<file path="src/rtl/avt_pkg.sv">
package avt_pkg;

  // Fixed field widths of the vector and matrix data.
  localparam int unsigned DATA_W      = 32;
  localparam int unsigned PROD_W      = 2 * DATA_W;
  localparam int unsigned SUM_W       = PROD_W + 2;
  localparam int unsigned FUNC_W      = 3;
  localparam int unsigned SEL_W       = 2;
  localparam int unsigned DIM         = 4;
  localparam int unsigned VEC_N       = 3;
  localparam int unsigned QUEUE_DEPTH = 2;

  typedef logic signed [DATA_W-1:0] q_t;
  typedef logic signed [PROD_W-1:0] prod_t;
  typedef logic signed [SUM_W-1:0]  sum_t;

  // Operation codes carried on the func field.
  typedef enum logic [FUNC_W-1:0] {
    FN_LOAD_FWD  = 3'd0,
    FN_LOAD_INV  = 3'd1,
    FN_POINT_FWD = 3'd2,
    FN_POINT_INV = 3'd3,
    FN_DIR_FWD   = 3'd4,
    FN_DIR_INV   = 3'd5,
    FN_NORMAL    = 3'd6
  } func_t;

  // One transform job: the vector, the three coefficient sets picked at
  // accept time (coef[i][k] multiplies vec[k] for output i) and the
  // translation term of each output.
  typedef struct packed {
    q_t [VEC_N-1:0]            vec;
    q_t [VEC_N-1:0][VEC_N-1:0] coef;
    q_t [VEC_N-1:0]            trans;
  } job_t;

  // Handshake group between the queue and one of its neighbors.
  typedef struct packed {
    logic valid;
  } qlink_t;

endpackage

</file>
<file path="src/rtl/avt_queue.sv">
module avt_queue (
  input  logic            clk,
  input  logic            rst_n,
  input  avt_pkg::qlink_t push,
  input  avt_pkg::job_t   push_job,
  input  logic            pop,
  output logic            full,
  output logic            head_valid,
  output avt_pkg::job_t   head_job
);
  import avt_pkg::*;

  localparam int unsigned PTR_W = (QUEUE_DEPTH > 1) ? $clog2(QUEUE_DEPTH) : 1;
  localparam int unsigned CNT_W = $clog2(QUEUE_DEPTH + 1);

  job_t             mem_r [QUEUE_DEPTH];
  logic [PTR_W-1:0] wr_ptr_r;
  logic [PTR_W-1:0] rd_ptr_r;
  logic [CNT_W-1:0] count_r;
  logic [CNT_W-1:0] count_nxt;
  logic             do_push;
  logic             do_pop;

  assign full       = (count_r == CNT_W'(QUEUE_DEPTH));
  assign head_valid = (count_r != '0);
  assign head_job   = mem_r[rd_ptr_r];
  assign do_push    = push.valid && !full;
  assign do_pop     = pop && head_valid;

  // Occupancy follows the push and pop of each cycle.
  always_comb begin
    count_nxt = count_r;
    if (do_push && !do_pop) begin
      count_nxt = count_r + 1'b1;
    end else if (do_pop && !do_push) begin
      count_nxt = count_r - 1'b1;
    end
  end

  always_ff @(posedge clk) begin
    if (!rst_n) begin
      wr_ptr_r <= '0;
      rd_ptr_r <= '0;
      count_r  <= '0;
    end else begin
      count_r <= count_nxt;
      if (do_push) begin
        wr_ptr_r <= (wr_ptr_r == PTR_W'(QUEUE_DEPTH - 1)) ? '0 : wr_ptr_r + 1'b1;
      end
      if (do_pop) begin
        rd_ptr_r <= (rd_ptr_r == PTR_W'(QUEUE_DEPTH - 1)) ? '0 : rd_ptr_r + 1'b1;
      end
    end
  end

  // Job storage.
  always_ff @(posedge clk) begin
    if (do_push) begin
      mem_r[wr_ptr_r] <= push_job;
    end
  end

endmodule

</file>
<file path="config.mk">
export PLATFORM = sky130hd
export DESIGN_NAME = avt_queue
export DESIGN_NICKNAME = d
export VERILOG_FILES = /design/src/rtl/avt_pkg.sv /design/src/rtl/avt_queue.sv
export SDC_FILE = /design/constraint.sdc
export NUM_CORES = 1
export LEC_CHECK = 0
export ABC_AREA = 1
export BUFFER_PORTS_ARGS = -buffer_cell sky130_fd_sc_hd__buf_4
export CAP_MARGIN = 10
export CORE_AREA = 3 3 374 376
export DETAILED_ROUTE_END_ITERATION = 10
export DIE_AREA = 0 0 377 379
export PLACE_DENSITY = 0.54
export SETUP_SLACK_MARGIN = 0.3
export SYNTH_ARGS = -nofsm -noshare
export SYNTH_HDL_FRONTEND = slang
export SYNTH_SLANG_ARGS = --single-unit
export TNS_END_PERCENT = 10
</file>
<file path="constraint.sdc">
create_clock -name clk -period 56.5 [get_ports clk]
set_input_delay 8.475 -clock clk [delete_from_list [all_inputs] [get_ports clk]]
set_output_delay 8.475 -clock clk [all_outputs]
set_load 0.01 [all_outputs]
</file>
==> flow_summary.yaml <==
run_status:
  outcome: "completed"
route:
  ant_nets: 0
  drc: 0
  via_per_inst: 4.09
  num_vias: 18189
  finalWirelength_mm: 99.4
  wl_per_cell_um: 22.3
  drtIter0Drc: 983
  firstDrtPassIters: 5
cts:
  post-cts-setup-buffer-count: 0
  cts_resized: 0
  cts_tree: "done"
  ctsRootBufferMaster: "clkbuf_16"
  clock-sinks: 965
  clk_latency_ps: 720
  clkTransAtPathRegs_ps: 60
  cts_hold_buf: 0
  htreeDepth: 3
  clock_path_buffers: 3
  numCtsBuffers: 103
critical_path:
  path_delay_family: "buffers and inverters"
  cp.buffers_inverters: 4
  crit_path_start_kind: "register"
  cp.required_ps: 48030
  crit_top_cell: "buf_4"
  cp_slowest_cell: "dfxtp_4"
  path_class: "register to output port"
  cp_cell_sequence: "buf_4 -> buf_4 -> buf_4 -> mux2_1 -> buf_4"
  crit_path_max_incr_delay_ps: 940
  arrival_ps: 4830
  end_kind: "output port"
  cp_max_fo: 70
pwr:
  combPwrFrac: 0.241
  ir_drop_mv: 0.0339
  p_switching_uw: 564
  swShare: 0.274
  power_density_nw_per_um2: 43.4
  p_int_mw: 1.49
  p_leak_nw: 17.2
  p_seq_frac: 0.453
  p_clk_frac: 0.306
timing:
  period_share: 0.235
  holdWs_ps: 501
  hold_viol: 0
  finalCriticalPeriod_ps: 13310
  fmax_ghz: 0.0752
  fin_skew_ps: 45.5
  drv_slew: 0
  setup_tns_ps: 0
  setup-violations-final: 0
  max_slew_margin: 0.291
  rsz0062_at_grt: "false"
  worstMarginPinSlew_ps: 1060
global_route:
  grt_usage: 0.132
  grt_max_degree: 162
  grt_pass1_wl_mm: 135
  grt_pass1_vias: 19309
  grt_antenna_before_repair: 15
  gr-total-overflow: 0
logic_synthesis:
  synth_cells: 1530
  synth_area_um2: 34900
  ys_ff_latch: 965
  syn_nets: 2015
  seq_area_frac_synth: 0.829
  yosys.area.top_type_share: 0.827
  syn_avg_cell_area_um2: 22.8
  synthTopCellsByArea: "edfxtp_1, mux2_2, mux2_1"
  ys.warnings.count: 0
  synth_cell_types: 15
  yosys.area.top_type: "edfxtp_1"
floorplanning:
  die_w_um: 377
  initial_utilization: 0.254
  die_area_um2: 143000
  chipHeight_um: 379
  core_area_um2: 137000
  ios: 966
  rows: 136
cells_and_area:
  mostFrequentLayoutCell: "buf_4"
  finalNonFillerCells: 4449
  num-nets-final: 3053
  final_cell_mix: "buf_4, edfxtp_1, mux2_2, mux2_1, clkbuf_16"
  syn2layout_area_growth_pct: 35.7
  drive_gt1_frac: 0.531
  nFillCells: 13137
  design_area_um2: 47300
run:
  drv_cap: 0
place:
  dp_cells: 4257
  numPortBuffers: 965
  dpl.hpwl_mm: 72.6
  gp_congestion: 0.779
  placed_cell_area_um2: 44200
worst_hold_path:
  hp-class: "register to register"
-- routing by layer --
layer,vias up,part of all wire,global-route usage
li1,8198,-,-
met1,9113,0.35,0.137
met2,737,0.51,0.230
met3,137,0.11,0.0623
met4,4,0.027,0.0528
met5,-,0.00027,0
-- cell usage after synthesis --
library cell and count:
mux2_2 280, ha_1 1, mux2_1 200, edfxtp_1 960
o21a_1 1, a21oi_1 1, nor2_1 9, inv_1 8
nand2_1 7, buf_2 31, nand4_1 1, buf_6 22
o21ai_0 3, dfxtp_1 5, nand3_1 1
-- layout make-up --
| cell class | count | area (um^2) | area share |
|---|---|---|---|
| inverter | 8 | 30.0 | 0.000634 |
| tap | 1794 | 2240 | 0.0474 |
| antenna | 10 | 25.0 | 0.000529 |
| clock buffer | 134 | 2690 | 0.0569 |
| sequential | 965 | 28900 | 0.611 |
| timing repair buffer | 986 | 7410 | 0.157 |
| multi-input combinational | 504 | 5530 | 0.117 |
| clock inverter | 48 | 460 | 0.00973 |
-- kinds of logic after synthesis --
logic type / count (synthesis) / share of synthesized area
muxes: 480 / 0.155
AOI/OAI and AO/OA: 5 / 0.000789
DFF: 965 / 0.829
and+or+nand+nor: 18 / 0.00204
adders and majority gates: 1 / 0.000359
buffers and inverters: 61 / 0.0124
-- worst reg2reg max path: stages (launching register included) --
cell     delay (ps)
dfxtp_1         320
inv_1           130
o21ai_0         270
nor2_4          150
buf_4           650
buf_4           750
buf_4           900
buf_4           850
buf_4           780
-- registers in the layout (all words and copies together), names as in the netlist, named ones only --
| name | cells |
|---|---|
| rd_ptr_r | 1 |
| mem_r | 960 |
| wr_ptr_r | 1 |
| count_r | 2 |
-- through the flow --
step	power, mW	setup slack, ps	utilization
finish	2.06	43190	0.345
global route	2.15	42880	0.345
CTS	2.09	43030	0.345
detailed placement	1.45	43030	0.322
global placement	1.45	42970	0.322
floorplan	1.27	26690	-
-- path summary, 6_finish.rpt --
kind / start / to / slack (ps) / cells past startpoint
setup / recovery: register / head_job[432] / 43190 / 5
hold / removal: rd_ptr_r$_SDFFE_PN0P_ / register / 500 / 2
setup reg to reg: count_r[1]$_SDFFE_PN0P_ / mem_r[0][277]$_DFFE_PP_ / 51250 / 8
hold reg to reg: rd_ptr_r$_SDFFE_PN0P_ / register / 500 / 2
-- power by group through the flow --
stage                     Clock (mW)  Combinational, mW  Sequential, mW
after floorplan                    0              0.247            1.03
after global placement             0              0.509           0.945
after detailed placement           0              0.508           0.947
after CTS                      0.651              0.510           0.932
after global routing           0.678              0.534           0.939
final                          0.629              0.496           0.930
Power figures use the tool's default switching activity.
